### config.mk
export PLATFORM = sky130hd
export DESIGN_NAME = bpa_ctrl
export DESIGN_NICKNAME = d
export VERILOG_FILES = /design/src/rtl/bpa_pkg.sv /design/src/rtl/bpa_ctrl.sv
export SDC_FILE = /design/constraint.sdc
export NUM_CORES = 1
export LEC_CHECK = 0
export ABC_AREA = 1
export BUFFER_PORTS_ARGS = -buffer_cell sky130_fd_sc_hd__buf_2
export CORE_AREA = 2 2 39 41
export DETAILED_ROUTE_END_ITERATION = 7
export DIE_AREA = 0 0 41 43
export PLACE_DENSITY_LB_ADDON = 0.25
export SLEW_MARGIN = 25
export SYNTH_ARGS = -nofsm -noshare
export SYNTH_HDL_FRONTEND = slang
export SYNTH_SLANG_ARGS = --single-unit
### constraint.sdc
create_clock -name clk -period 1.4 [get_ports clk]
set_clock_uncertainty 0.1 [all_clocks]
set_input_delay 0.28 -clock clk [delete_from_list [all_inputs] [get_ports clk]]
set_output_delay 0.28 -clock clk [all_outputs]
set_load 0.01 [all_outputs]
### src/rtl/bpa_pkg.sv
// Buddy page allocator package: field widths, defaults, register indexes,
// controller states, datapath micro-ops and the command/status structs.
// No dependencies.
package bpa_pkg;
	localparam int PageBitsDef = 16;
	localparam int OrderMaxDef = 10;
	localparam int PageShift   = 12;
	localparam int AddrW       = 29;
	localparam int KindW       = 2;
	localparam int PageW       = 16;
	localparam int CountW      = 17;
	localparam int OrderW      = 4;
	localparam int HdrW        = 12;
	localparam int CfgIdxW     = 2;

	localparam logic [OrderW-1:0]  TopOrderRst = 4'd10;
	localparam logic [HdrW-1:0]    HdrRst      = 12'd16;
	localparam logic [CfgIdxW-1:0] CfgTopOrder = 2'd0;
	localparam logic [CfgIdxW-1:0] CfgHdrBytes = 2'd1;

	typedef enum logic [KindW-1:0] {
		KIND_ADD,
		KIND_ALLOC,
		KIND_FREE,
		KIND_NONE
	} kind_t;

	typedef enum logic [3:0] {
		S_IDLE,
		S_DISPATCH,
		S_ADD,
		S_AL_READ,
		S_AL_POP,
		S_AL_SPLIT,
		S_FR_CHECK,
		S_FR_WALK,
		S_FR_NEXT,
		S_FR_UNLINK,
		S_DONE
	} state_t;

	typedef enum logic [3:0] {
		OP_NOP,
		OP_LOAD,
		OP_ADD_PUSH,
		OP_AL_FAIL,
		OP_AL_READ,
		OP_AL_POP,
		OP_AL_SPLIT,
		OP_AL_FIN,
		OP_WALK_START,
		OP_WALK_STEP,
		OP_READ_CUR,
		OP_WALK_LOAD,
		OP_UNLINK,
		OP_FR_PUSH,
		OP_OUT_LOAD
	} dp_op_t;

	typedef struct packed {
		dp_op_t op;
	} dp_cmd_t;

	typedef struct packed {
		kind_t kind;
		logic  add_more;
		logic  al_found;
		logic  al_split;
		logic  free_ok;
		logic  merge_ok;
		logic  walk_end;
		logic  walk_hit;
		logic  out_free;
	} dp_stat_t;
endpackage

### src/rtl/bpa_ctrl.sv
// Buddy allocator controller: state machine sequencing datapath micro-ops.
// Depends on bpa_pkg.
module bpa_ctrl (
	input  logic               clk,
	input  logic               arst_n,
	input  logic               req_valid,
	output logic               req_ready,
	input  bpa_pkg::dp_stat_t  stat,
	output bpa_pkg::dp_cmd_t   cmd
);
	import bpa_pkg::*;

	state_t state_q, state_d;

	always_ff @(posedge clk or negedge arst_n) begin
		if (!arst_n) begin
			state_q <= S_IDLE;
		end else begin
			state_q <= state_d;
		end
	end

	always_comb begin
		state_d   = state_q;
		cmd.op    = OP_NOP;
		req_ready = 1'b0;
		case (state_q)
			S_IDLE: begin
				req_ready = 1'b1;
				if (req_valid) begin
					cmd.op  = OP_LOAD;
					state_d = S_DISPATCH;
				end
			end
			S_DISPATCH: begin
				case (stat.kind)
					KIND_ADD: state_d = S_ADD;
					KIND_ALLOC: begin
						if (stat.al_found) begin
							state_d = S_AL_READ;
						end else begin
							cmd.op  = OP_AL_FAIL;
							state_d = S_DONE;
						end
					end
					KIND_FREE: state_d = stat.free_ok ? S_FR_CHECK : S_DONE;
					default: state_d = S_DONE;
				endcase
			end
			S_ADD: begin
				if (stat.add_more) begin
					cmd.op = OP_ADD_PUSH;
				end else begin
					state_d = S_DONE;
				end
			end
			S_AL_READ: begin
				cmd.op  = OP_AL_READ;
				state_d = S_AL_POP;
			end
			S_AL_POP: begin
				cmd.op  = OP_AL_POP;
				state_d = S_AL_SPLIT;
			end
			S_AL_SPLIT: begin
				if (stat.al_split) begin
					cmd.op = OP_AL_SPLIT;
				end else begin
					cmd.op  = OP_AL_FIN;
					state_d = S_DONE;
				end
			end
			S_FR_CHECK: begin
				if (stat.merge_ok) begin
					cmd.op  = OP_WALK_START;
					state_d = S_FR_WALK;
				end else begin
					cmd.op  = OP_FR_PUSH;
					state_d = S_DONE;
				end
			end
			S_FR_WALK: begin
				if (stat.walk_end) begin
					cmd.op  = OP_FR_PUSH;
					state_d = S_DONE;
				end else if (stat.walk_hit) begin
					cmd.op  = OP_READ_CUR;
					state_d = S_FR_UNLINK;
				end else begin
					cmd.op  = OP_WALK_STEP;
					state_d = S_FR_NEXT;
				end
			end
			S_FR_NEXT: begin
				cmd.op  = OP_WALK_LOAD;
				state_d = S_FR_WALK;
			end
			S_FR_UNLINK: begin
				cmd.op  = OP_UNLINK;
				state_d = S_FR_CHECK;
			end
			S_DONE: begin
				if (stat.out_free) begin
					cmd.op  = OP_OUT_LOAD;
					state_d = S_IDLE;
				end
			end
			default: state_d = S_IDLE;
		endcase
	end
endmodule

==> results of run 1 <==
==> synth_stat cells (all sizes together) <==
library cell  number
nor2              15
nand2             25
a21oi              2
nor3               1
inv               14
nand3b             4
o21ai              5
o211ai             4
a21boi             2
nand3             12
o22ai              1
dfrtp              4
and2               1
==> final cells by class <==
type                       instances  area [sq um]  area share, %
multi-input combinational         72           454           46.0
inverter                          14          52.6           5.32
clock buffer                       3          22.5           2.28
tap                               16          20.0           2.03
timing repair buffer              48           335           34.0
sequential                         4           103           10.4
==> worst paths after layout <==
path,endpoint,slack (ns),cells past startpoint
setup reg to reg,state_q[0]$_DFFE_PN0P_,-0.28,10
min in group clk,state_q[0]$_DFFE_PN0P_,0.38,4
hold reg to reg,state_q[3]$_DFFE_PN0P_,0.71,4
hold / removal,state_q[2]$_DFFE_PN0P_,0.29,2
max in group asynchronous,state_q[1]$_DFFE_PN0P_,0.78,2
setup / recovery,cmd[1],-0.41,6
==> cell families (layout without fill, tap and decap cells) <==
logic type      after synthesis  count (layout)
compound gates               14              14
buf+inv                      14              65
flops                         4               4
simple gates                 58              58
==> power breakdown <==
part / internal (W) / switching, W / total [W]
sequential: 0.000179 / 0.000105 / 0.000284
combinational: 0.000807 / 0.000846 / 0.00165
clock: 0.0000955 / 0.0000411 / 0.000137
total: 0.00108 / 0.000992 / 0.00207
==> metal layers <==
metal  routed length, um  up-vias  share of wire [%]  global-route usage, %
met5                   0        -                  0                      0
met3                 104        6                5.3                   5.24
met4                  36        0                1.8                   11.3
met2                1040       28                 53                   40.0
li1                    -      402                  -                      -
met1                 783      352                 40                   28.4
==> what timing repair did <==
action                                  in CTS  in global routing
endpoints found under the setup margin       8                  9
hold endpoints to repair                     4                  0
pin swaps                                    7                  8
resized for setup                           23                  8
hold buffers                                 1                  0
setup buffers                                6                  4
==> stage by stage <==
step | hold slack, ns | TNS [ns]
global route | 0.293 | -3.18
floorplan | -0.116 | 0
global placement | -0.0142 | -0.806
CTS | 0.271 | -1.95
detailed placement | -0.0135 | -0.720
finish | 0.291 | -2.63
==> worst max-delay path, stage by stage (launching register included) <==
cell and delay, ns:
dfrtp_1 0.41, buf_6 0.14, nor2_4 0.19, nand2_1 0.14, nand3_2 0.10, nand3b_1 0.10, buf_2 0.13
==> key figures, run 1 <==
Placed design
  – Place WS: -0.160 ns
  – Gpl congestion: 0.912
  – Placed cells: 143
  – Dpl hpwl: 1.39 mm
  – Buffers on Ports: 17
  – Area after DPL: 778 sq um

Global route
  – Global-route wire length before repair: 2.90 mm
  – Total GRT Usage: 24.4%
  – Largest net degree at the start of global routing: 7
  – Initial antenna violation count: 0
  – Vias in the first global route: 733
  – Total congestion overflow: 0

Setup path
  – Required time worst endpoint: 1.02 ns
  – Kind of critical path: flip-flop to output port
  – Worst Path Arrival: 1.43 ns
  – Crit. End Element: output port
  – Reg2reg start: state_q[2]$_DFFE_PN0P_
  – Crit-path max FO: 5
  – CP startpoint: state_q[2]$_DFFE_PN0P_
  – CP Launch Type: flip-flop

Pwr
  – Pwr Total: 0.00207 W
  – Leak: 0.544 nW
  – Pwr dens: 2100 mW/mm^2
  – Max IR drop VDD: 1.25 mV

STA
  – Slew margin rel.: 83.7%
  – Fmax: 552 MHz
  – Setup WS post-layout: -0.411 ns
  – RSZ-0062 raised after global routing: yes
  – Slew @ Worst Pin: 0.244 ns
  – Tmin final: 1.81 ns
  – Final period utilization: 129%
  – Final Hold Viols: 0
  – Setup Viol. Count Final: 9
  – Slew Viols, Final: 0

Die
  – I/O Pins: 18
  – Initial Util: 37.8%
  – Die Width: 41 um
  – Row cnt: 14
  – Die area: 0.00176 sq mm
  – Die Height: 43 um
  – Core area: 0.00138 sq mm

Layout
  – Fill count: 117
  – Largest Register: state_q
  – Fin util: 71.3%
  – Syn-to-layout area delta: 88.8%
  – Finished Layout Cells: 157
  – Most common cell after layout, fill and taps aside: buf_4
  – Biggest regs: state_q (4)
  – Final instance area: 987 sq um
  – # diodes: 0
  – Most frequent cells in the layout: 26 x buf_4, 19 x nand2_1, 17 x buf_2
  – Number of flip-flops under the largest register name: 4
  – Nets: 156
  – Share of layout cells above drive strength 1: 55.3%

Clock network
  – CTS clk-pin slew, worst paths: 0.04 ns
  – # clock sinks: 4
  – H-tree depth: 1
  – Worst-skew pair later-pin latency: 0.23 ns
  – Clock buffer depth: 2
  – Clock root buffer: clkbuf_4
  – CTS tree: built
  – CTS Buf Count: 3

Synthesis
  – Gate Count Post-Synth: 90
  – Main combinational cell family by area after synthesis: simple AND/OR/NAND/NOR gates
  – Seq/Total Area, Yosys: 19.1%
  – Mapped Avg Cell Area: 5.81 sq um
  – Simple-Gate Fraction of Synth Area: 54.3%
  – Area contributors post-synth: dfrtp_1 19%, nand2_1 17%, nand3_1 11%
  – XOR/XNOR share of the synthesized area: 0%
  – Yosys reg bits: 4
  – Post-Synth Adder-Cell Area: 0%
  – Dominant cell type by area after synthesis: dfrtp_1
  – Top-area cell type share of the netlist area: 19.1%
  – Syn Nets: 103
  – Compound-cell area share of the yosys netlist: 16.5%
  – Ys Warns: 0
  – Netlist cell types: 18
  – Mux cell area share after synthesis: 0%
  – Post-Syn Area: 523 sq um

Outcome
  – Failing checks: negative setup slack
  – Status: complete, but fails checks

Job
  – Max_cap viols: 0

Routing
  – Drc violations: 0
  – Routed Antenna Nets: 0
  – Detailed-route wire length per cell: 12.5 um
  – Via-to-Cell Ratio: 5.02
  – First-pass iteration count of the detailed router: 4
  – DR iter-0 viols: 18
  – Total Routed Length: 1.96 mm
  – Vias: 788

Worst hold path
  – Worst hold path type: primary input to async pin
Note: power is estimated with default switching activity, not from simulation.
==> run 2, diff against run 1 <==
--- a/config.mk
+++ b/config.mk
@@ -5,7 +5,6 @@
 export SDC_FILE = /design/constraint.sdc
 export NUM_CORES = 1
 export LEC_CHECK = 0
-export ABC_AREA = 1
 export BUFFER_PORTS_ARGS = -buffer_cell sky130_fd_sc_hd__buf_2
 export CORE_AREA = 2 2 39 41
 export DETAILED_ROUTE_END_ITERATION = 7
==> key figures, run 2 <==
Pwr
  – Max IR drop VDD: 1.23 mV (-1.8%)
  – Sw Share: 43.3% (-4.6 points)
  – Leak: 0.459 nW (-16%)
  – Flop pwr share: 14.0% (+0.3 points)
  – Pwr dens: 2270 mW/mm^2 (+8.2%)
  – Power Internal: 0.00126 W (+16%)
  – Switching power: 0.000960 W (-3.2%)
  – Combinational Power Share: 79.4% (-0.3 points)
  – Clk pwr share: 6.6% (about the same)
  – Pwr Total: 0.00222 W (+6.9%)

Global route
  – Initial antenna violation count: 0 (unchanged)
  – Largest net degree at the start of global routing: 11 (+4)
  – Vias in the first global route: 736 (+0.41%)
  – Total congestion overflow: 0 (unchanged)
  – Total GRT Usage: 26.9% (+2.5 points)
  – Global-route wire length before repair: 3.27 mm (+13%)

Routing
  – First-pass iteration count of the detailed router: 4 (unchanged)
  – Drc violations: 0 (unchanged)
  – Total Routed Length: 1.97 mm (+0.46%)
  – Detailed-route wire length per cell: 14.9 um (+19%)
  – Via-to-Cell Ratio: 5.56 (+11%)
  – DR iter-0 viols: 21 (+3)
  – Vias: 734 (-6.9%)
  – Routed Antenna Nets: 0 (unchanged)

STA
  – Final period utilization: 129% (about the same)
  – Tmin final: 1.81 ns (-0.00145 ns)
  – Fmax: 552 MHz (about the same)
  – RSZ-0062 raised after global routing: yes
  – Final Hold Viols: 0 (unchanged)
  – Slew margin rel.: 80.6% (-3.1 points)
  – Setup WS post-layout: -0.410 ns (+0.00145 ns)
  – Setup Viol. Count Final: 8 (-1)
  – Slew Viols, Final: 0 (unchanged)
  – Slew @ Worst Pin: 0.289 ns (+0.0453 ns)

Clock network
  – CTS Buf Count: 3 (unchanged)
  – CTS clk-pin slew, worst paths: 0.04 ns (about the same)
  – CTS tree: built
  – Clock buffer depth: 2 (unchanged)
  – H-tree depth: 1 (unchanged)
  – # clock sinks: 4 (unchanged)
  – Worst-skew pair later-pin latency: 0.24 ns (about the same)
  – Clock root buffer: clkbuf_4

Die
  – Core area: 0.00138 sq mm (unchanged)
  – I/O Pins: 18 (unchanged)
  – Die area: 0.00176 sq mm (unchanged)
  – Row cnt: 14 (unchanged)
  – Initial Util: 40.1% (+2.3 points)
  – Die Height: 43 um (unchanged)
  – Die Width: 41 um (unchanged)

Layout
  – Largest Register: state_q
  – Fin util: 70.5% (-0.81 points)
  – Most common cell after layout, fill and taps aside: buf_4
  – # diodes: 0 (unchanged)
  – Final instance area: 976 sq um (-1.1%)
  – Nets: 131 (-16%)
  – Biggest regs: state_q (4)
  – Most frequent cells in the layout: 20 x buf_4, 17 x buf_2, 7 x buf_6
  – Number of flip-flops under the largest register name: 4 (unchanged)
  – Share of layout cells above drive strength 1: 62.9% (+7.6 points)
  – Syn-to-layout area delta: 76.1%

Worst hold path
  – Worst hold path type: primary input to async pin

Synthesis
  – Seq/Total Area, Yosys: 18.1% (-1.1 points)
  – Ys async rst share: 100% (unchanged)
  – Netlist cell types: 39 (+21)
  – Dominant cell type by area after synthesis: dfrtp_1
  – Simple-Gate Fraction of Synth Area: 30.9% (-23 points)
  – XOR/XNOR share of the synthesized area: 1.58% (+1.6 points)
  – Yosys reg bits: 4 (unchanged)
  – Post-Syn Area: 554 sq um (+6.0%)
  – Post-synth top cells: 5 x buf_2, 5 x nor2b_1, 4 x dfrtp_1, 4 x nand3_1, 4 x o21ai_0
  – Mapped Avg Cell Area: 7.39 sq um (+27%)
  – Post-Synth Adder-Cell Area: 0% (unchanged)
  – Syn Nets: 88 (-15%)
  – Main combinational cell family by area after synthesis: compound AO/OA/AOI/OAI gates
  – Ys Warns: 0 (unchanged)
  – Area contributors post-synth: dfrtp_1 18%, nor2b_1 5.6%, buf_2 4.5%
  – Post-synth EDFFs: 0 (unchanged)
  – Compound-cell area share of the yosys netlist: 38.8% (+22 points)
  – Gate Count Post-Synth: 75 (-17%)
  – Mux cell area share after synthesis: 0% (unchanged)
  – Ys flop type: dfrtp_1
  – Top-area cell type share of the netlist area: 18.1% (-1.1 points)

Setup path
  – CP top delay family: flip-flops
  – Kind of critical path: flip-flop to output port
  – Worst path max stage delay: 0.44 ns (+0.03 ns)
  – Crit. End Element: output port
  – Crit path depth: 4 (-2)
  – Worst R2R Path Depth: 6 (-4)
  – Required time worst endpoint: 1.02 ns (about the same)
  – Critical-path cell list: nor2b_1 -> buf_4 -> a221o_1 -> buf_2
  – Crit-path max FO: 4 (-1)
  – Worst Path Arrival: 1.43 ns (about the same)
  – Buffers & Inverters on Critical Path: 2 (unchanged)
  – Slowest-stage cell, CP: dfrtp_2
  – CP Launch Type: flip-flop

Placed design
  – Area after DPL: 808 sq um (+3.9%)
  – Buffers on Ports: 17 (unchanged)
  – Dpl hpwl: 1.37 mm (-1.3%)
  – Gpl congestion: 0.821 (-9.9%)
  – Place WS: -0.248 ns (-0.0881 ns)

Outcome
  – Failing checks: negative setup slack
  – Status: complete, but fails checks

Job
  – Max_cap viols: 0 (unchanged)
## run 2: cell types whose count changed in the layout (fill, tap and decap cells not counted), sizes merged, moves of 4 or more
cell / delta
nor2b: +5
nand2: -22
nand3: -8
nor2: -12
nand2b: +4
inv: -10
o31ai: +4
o211ai: -4
## run 2: metrics by stage
| step | hold slack [ns] | setup TNS, ns | std cells |
|---|---|---|---|
| 5_1_grt | 0.279 | -2.58 | 132 |
| 2_1_floorplan | -0.116 | -0.106 | 75 |
| 3_3_place_gp | -0.0137 | -1.23 | 123 |
| 6_report | 0.273 | -2.08 | 132 |
| 3_5_place_dp | -0.0129 | -1.41 | 123 |
| 4_1_cts | 0.267 | -1.92 | 131 |
## run 2: timing repair
item	in CTS	in global routing
buffers inserted	4	1
resized for setup	26	3
hold buffers	1	0
endpoints found under the hold margin	4	0
setup endpoints to repair	9	9
pin swaps	6	3
## run 2: logic make-up (layout without fill, tap and decap cells)
group,Yosys count,in the layout
compound gates,30,30
xor+xnor,1,1
buf+inv,11,52
flops,4,4
simple gates,29,29
## run 2: layout make-up
type                       count  area, sq um
inverter                       4         15.0
timing repair buffer          45          324
tap                           16         20.0
sequential                     4          105
clock buffer                   3         22.5
multi-input combinational     60          489
fill                         119          408
## run 2: power by group through the flow
stage               Combinational (W)  Sequential [W]  Clock (W)
detailed placement            0.00138        0.000296          0
CTS                           0.00168        0.000308   0.000149
global route                  0.00192        0.000316   0.000158
global placement              0.00137        0.000293          0
finish                        0.00176        0.000311   0.000145
floorplan                     0.00100        0.000203          0
## run 2: per-layer routing
layer / vias up / wire [um] / global-route usage (%)
met5: - / 0 / 0
met4: 0 / 0 / 4.00
met3: 0 / 97 / 6.28
met2: 27 / 1000 / 42.8
met1: 342 / 874 / 36.6
li1: 365 / - / -
## run 2: path summary, 6_finish.rpt
kind | from | to | slack, ns
max reg2reg | state_q[0]$_DFFE_PN0P_ | state_q[1]$_DFFE_PN0P_ | -0.16
min | arst_n | state_q[2]$_DFFE_PN0P_ | 0.27
max in group asynchronous | arst_n | state_q[3]$_DFFE_PN0P_ | 0.80
max | state_q[2]$_DFFE_PN0P_ | cmd[2] | -0.41
min in group clk | stat[5] | state_q[0]$_DFFE_PN0P_ | 0.28
min reg2reg | state_q[2]$_DFFE_PN0P_ | state_q[2]$_DFFE_PN0P_ | 0.60
## run 2: worst reg2reg max path, cell delays in order (launching register included)
cell and delay, ns:
dfrtp_2 0.47, buf_4 0.16, buf_6 0.12, nor4_2 0.25
a31oi_1 0.08, o21ai_2 0.17, o21bai_1 0.10
==> run 3, diff against run 2 <==
--- a/config.mk
+++ b/config.mk
@@ -5,11 +5,13 @@
 export SDC_FILE = /design/constraint.sdc
 export NUM_CORES = 1
 export LEC_CHECK = 0
-export BUFFER_PORTS_ARGS = -buffer_cell sky130_fd_sc_hd__buf_2
+export BUFFER_PORTS_ARGS = -buffer_cell sky130_fd_sc_hd__buf_4
 export CORE_AREA = 2 2 39 41
+export CTS_CLUSTER_SIZE = 14
 export DETAILED_ROUTE_END_ITERATION = 7
 export DIE_AREA = 0 0 41 43
 export PLACE_DENSITY_LB_ADDON = 0.25
+export SKIP_LAST_GASP = 1
 export SLEW_MARGIN = 25
 export SYNTH_ARGS = -nofsm -noshare
 export SYNTH_HDL_FRONTEND = slang
==> key figures, run 3 (synthesized netlist as in run 2, its figures left out) <==
Outcome
  – Status: complete, but fails checks
  – Failing checks: negative setup slack

Die
  – I/O Pins: 18 (unchanged)
  – Row cnt: 14 (unchanged)
  – Die area: 0.00176 sq mm (unchanged)
  – Die Height: 43 um (unchanged)
  – Initial Util: 40.1% (unchanged)
  – Die Width: 41 um (unchanged)
  – Core area: 0.00138 sq mm (unchanged)

Layout
  – Number of flip-flops under the largest register name: 4 (unchanged)
  – # diodes: 0 (unchanged)
  – Largest Register: state_q
  – Final instance area: 0.00102 sq mm (+4.9%)
  – Share of layout cells above drive strength 1: 58.1% (-4.8 points)
  – Most frequent cells in the layout: 38 x buf_4, 7 x buf_6, 4 x o21ai_1, 4 x nor2b_1, 4 x dfrtp_2
  – Nets: 132 (+0.76%)
  – Biggest regs: state_q (4)
  – Fin util: 74.0% (+3.4 points)
  – Most common cell after layout, fill and taps aside: buf_4
  – Syn-to-layout area delta: 84.6%
  – Finished Layout Cells: 133 (+0.76%)

STA
  – Setup WS post-layout: -0.456 ns (-0.0462 ns)
  – Final Hold Viols: 0 (unchanged)
  – Slew margin rel.: 81.3% (+0.73 points)
  – Final period utilization: 133% (+3.3 points)
  – RSZ-0062 raised after global routing: yes
  – Fmax: 539 MHz (-2.5%)
  – Slew @ Worst Pin: 0.278 ns (-0.0109 ns)
  – Setup Viol. Count Final: 8 (unchanged)
  – Slew Viols, Final: 0 (unchanged)
  – Tmin final: 1.86 ns (+0.0462 ns)

Pwr
  – Pwr dens: 2270 mW/mm^2 (-0.11%)
  – Pwr Total: 0.00232 W (+4.8%)
  – Max IR drop VDD: 1.12 mV (-9.1%)
  – Leak: 0.471 nW (+2.5%)

Clock network
  – Clock root buffer: clkbuf_4
  – Clock buffer depth: 2 (unchanged)
  – Worst-skew pair later-pin latency: 0.24 ns (about the same)
  – CTS clk-pin slew, worst paths: 0.04 ns (about the same)
  – H-tree depth: 1 (unchanged)
  – CTS tree: built
  – # clock sinks: 4 (unchanged)
  – CTS Buf Count: 3 (unchanged)

Worst hold path
  – Worst hold path type: primary input to flip-flop

Routing
  – Via-to-Cell Ratio: 5.96 (+7.2%)
  – Total Routed Length: 2.14 mm (+8.3%)
  – First-pass iteration count of the detailed router: 4 (unchanged)
  – Detailed-route wire length per cell: 16.1 um (+7.5%)
  – Routed Antenna Nets: 0 (unchanged)
  – Vias: 793 (+8.0%)
  – DR iter-0 viols: 17 (-19%)
  – Drc violations: 0 (unchanged)

Setup path
  – Slowest-stage cell, CP: dfrtp_2
  – Buffers & Inverters on Critical Path: 3 (+1)
  – CP most frequent cell: buf_4
  – CP top delay family: buffers and inverters
  – CP Launch Type: flip-flop
  – Crit-path max FO: 7 (+3)
  – Required time worst endpoint: 1.02 ns (about the same)
  – Kind of critical path: flip-flop to output port
  – Worst path max stage delay: 0.45 ns (about the same)
  – Critical-path cell list: buf_6 -> buf_4 -> o31ai_2 -> nand3_1 -> buf_4
  – Crit. End Element: output port
  – Worst Path Arrival: 1.48 ns (+0.05 ns)

Placed design
  – Dpl hpwl: 1.45 mm (+6.3%)
  – Area after DPL: 836 sq um (+3.4%)
  – Placed cells: 121 (-1.6%)
  – Gpl congestion: 0.839 (+2.2%)
  – Buffers on Ports: 17 (unchanged)

Global route
  – Global-route wire length before repair: 3.17 mm (-3.1%)
  – Total congestion overflow: 0 (unchanged)
  – Vias in the first global route: 752 (+2.2%)
  – Initial antenna violation count: 0 (unchanged)
  – Largest net degree at the start of global routing: 8 (-3)
  – Total GRT Usage: 26.6% (-0.33 points)

Job
  – Max_cap viols: 0 (unchanged)
## run 3: changes by cell type in the layout (fill, tap and decap cells not counted), sizes merged
cell	delta
buf	+1
## run 3: power breakdown
| group | switching (W) | leakage (nW) | internal [W] |
|---|---|---|---|
| combinational | 0.000832 | 0.412 | 0.00104 |
| sequential | 0.000117 | 0.0449 | 0.000181 |
| clock | 0.0000558 | 0.0138 | 0.0000965 |
| total | 0.00100 | 0.471 | 0.00132 |
## run 3: final timing paths
| path | start | endpoint | slack, ns | depth (start not counted) |
|---|---|---|---|---|
| min | stat[5] | state_q[0]$_DFFE_PN0P_ | 0.22 | 3 |
| max reg2reg | state_q[3]$_DFFE_PN0P_ | state_q[0]$_DFFE_PN0P_ | -0.27 | 6 |
| max | state_q[2]$_DFFE_PN0P_ | cmd[0] | -0.46 | 5 |
| max in group asynchronous | arst_n | state_q[3]$_DFFE_PN0P_ | 0.80 | 2 |
| min reg2reg | state_q[2]$_DFFE_PN0P_ | state_q[2]$_DFFE_PN0P_ | 0.48 | 1 |
| min in group asynchronous | arst_n | state_q[0]$_DFFE_PN0P_ | 0.28 | 2 |
## run 3: routing by layer
| metal | global-route usage, % | vias up | share of wire (%) |
|---|---|---|---|
| li1 | - | 369 | - |
| met1 | 30.9 | 374 | 39 |
| met2 | 45.6 | 41 | 52 |
| met3 | 4.71 | 9 | 6.7 |
| met4 | 9.33 | 0 | 2.1 |
| met5 | 0 | - | 0 |
## run 3: worst min-delay path, delay by kind of cell
| family | cells | cell delay [ns] |
|---|---|---|
| compound gates | 1 | 0.06 |
| buf+inv | 1 | 0.10 |
| simple gates | 1 | 0.08 |
## run 3: repair_timing
action,CTS,global route
hold endpoints to repair,4,0
hold buffers,1,0
endpoints found under the setup margin,9,9
setup buffers,5,3
pin swaps,4,8
resized for setup,15,9
## run 3: through the flow
stage / hold WS, ns / setup TNS, ns / setup WS (ns)
CTS: 0.210 / -2.24 / -0.437
global placement: -0.0213 / -1.35 / -0.232
finish: 0.221 / -2.54 / -0.456
floorplan: -0.116 / -0.106 / -0.0501
detailed placement: -0.0216 / -1.47 / -0.256
global route: 0.215 / -2.99 / -0.507
## run 3: final cells by class
| cell class | instances | area (sq um) |
|---|---|---|
| clock buffer | 3 | 22.5 |
| fill | 110 | 360 |
| inverter | 4 | 17.5 |
| multi-input combinational | 60 | 484 |
| sequential | 4 | 105 |
| tap | 16 | 20.0 |
| timing repair buffer | 46 | 374 |
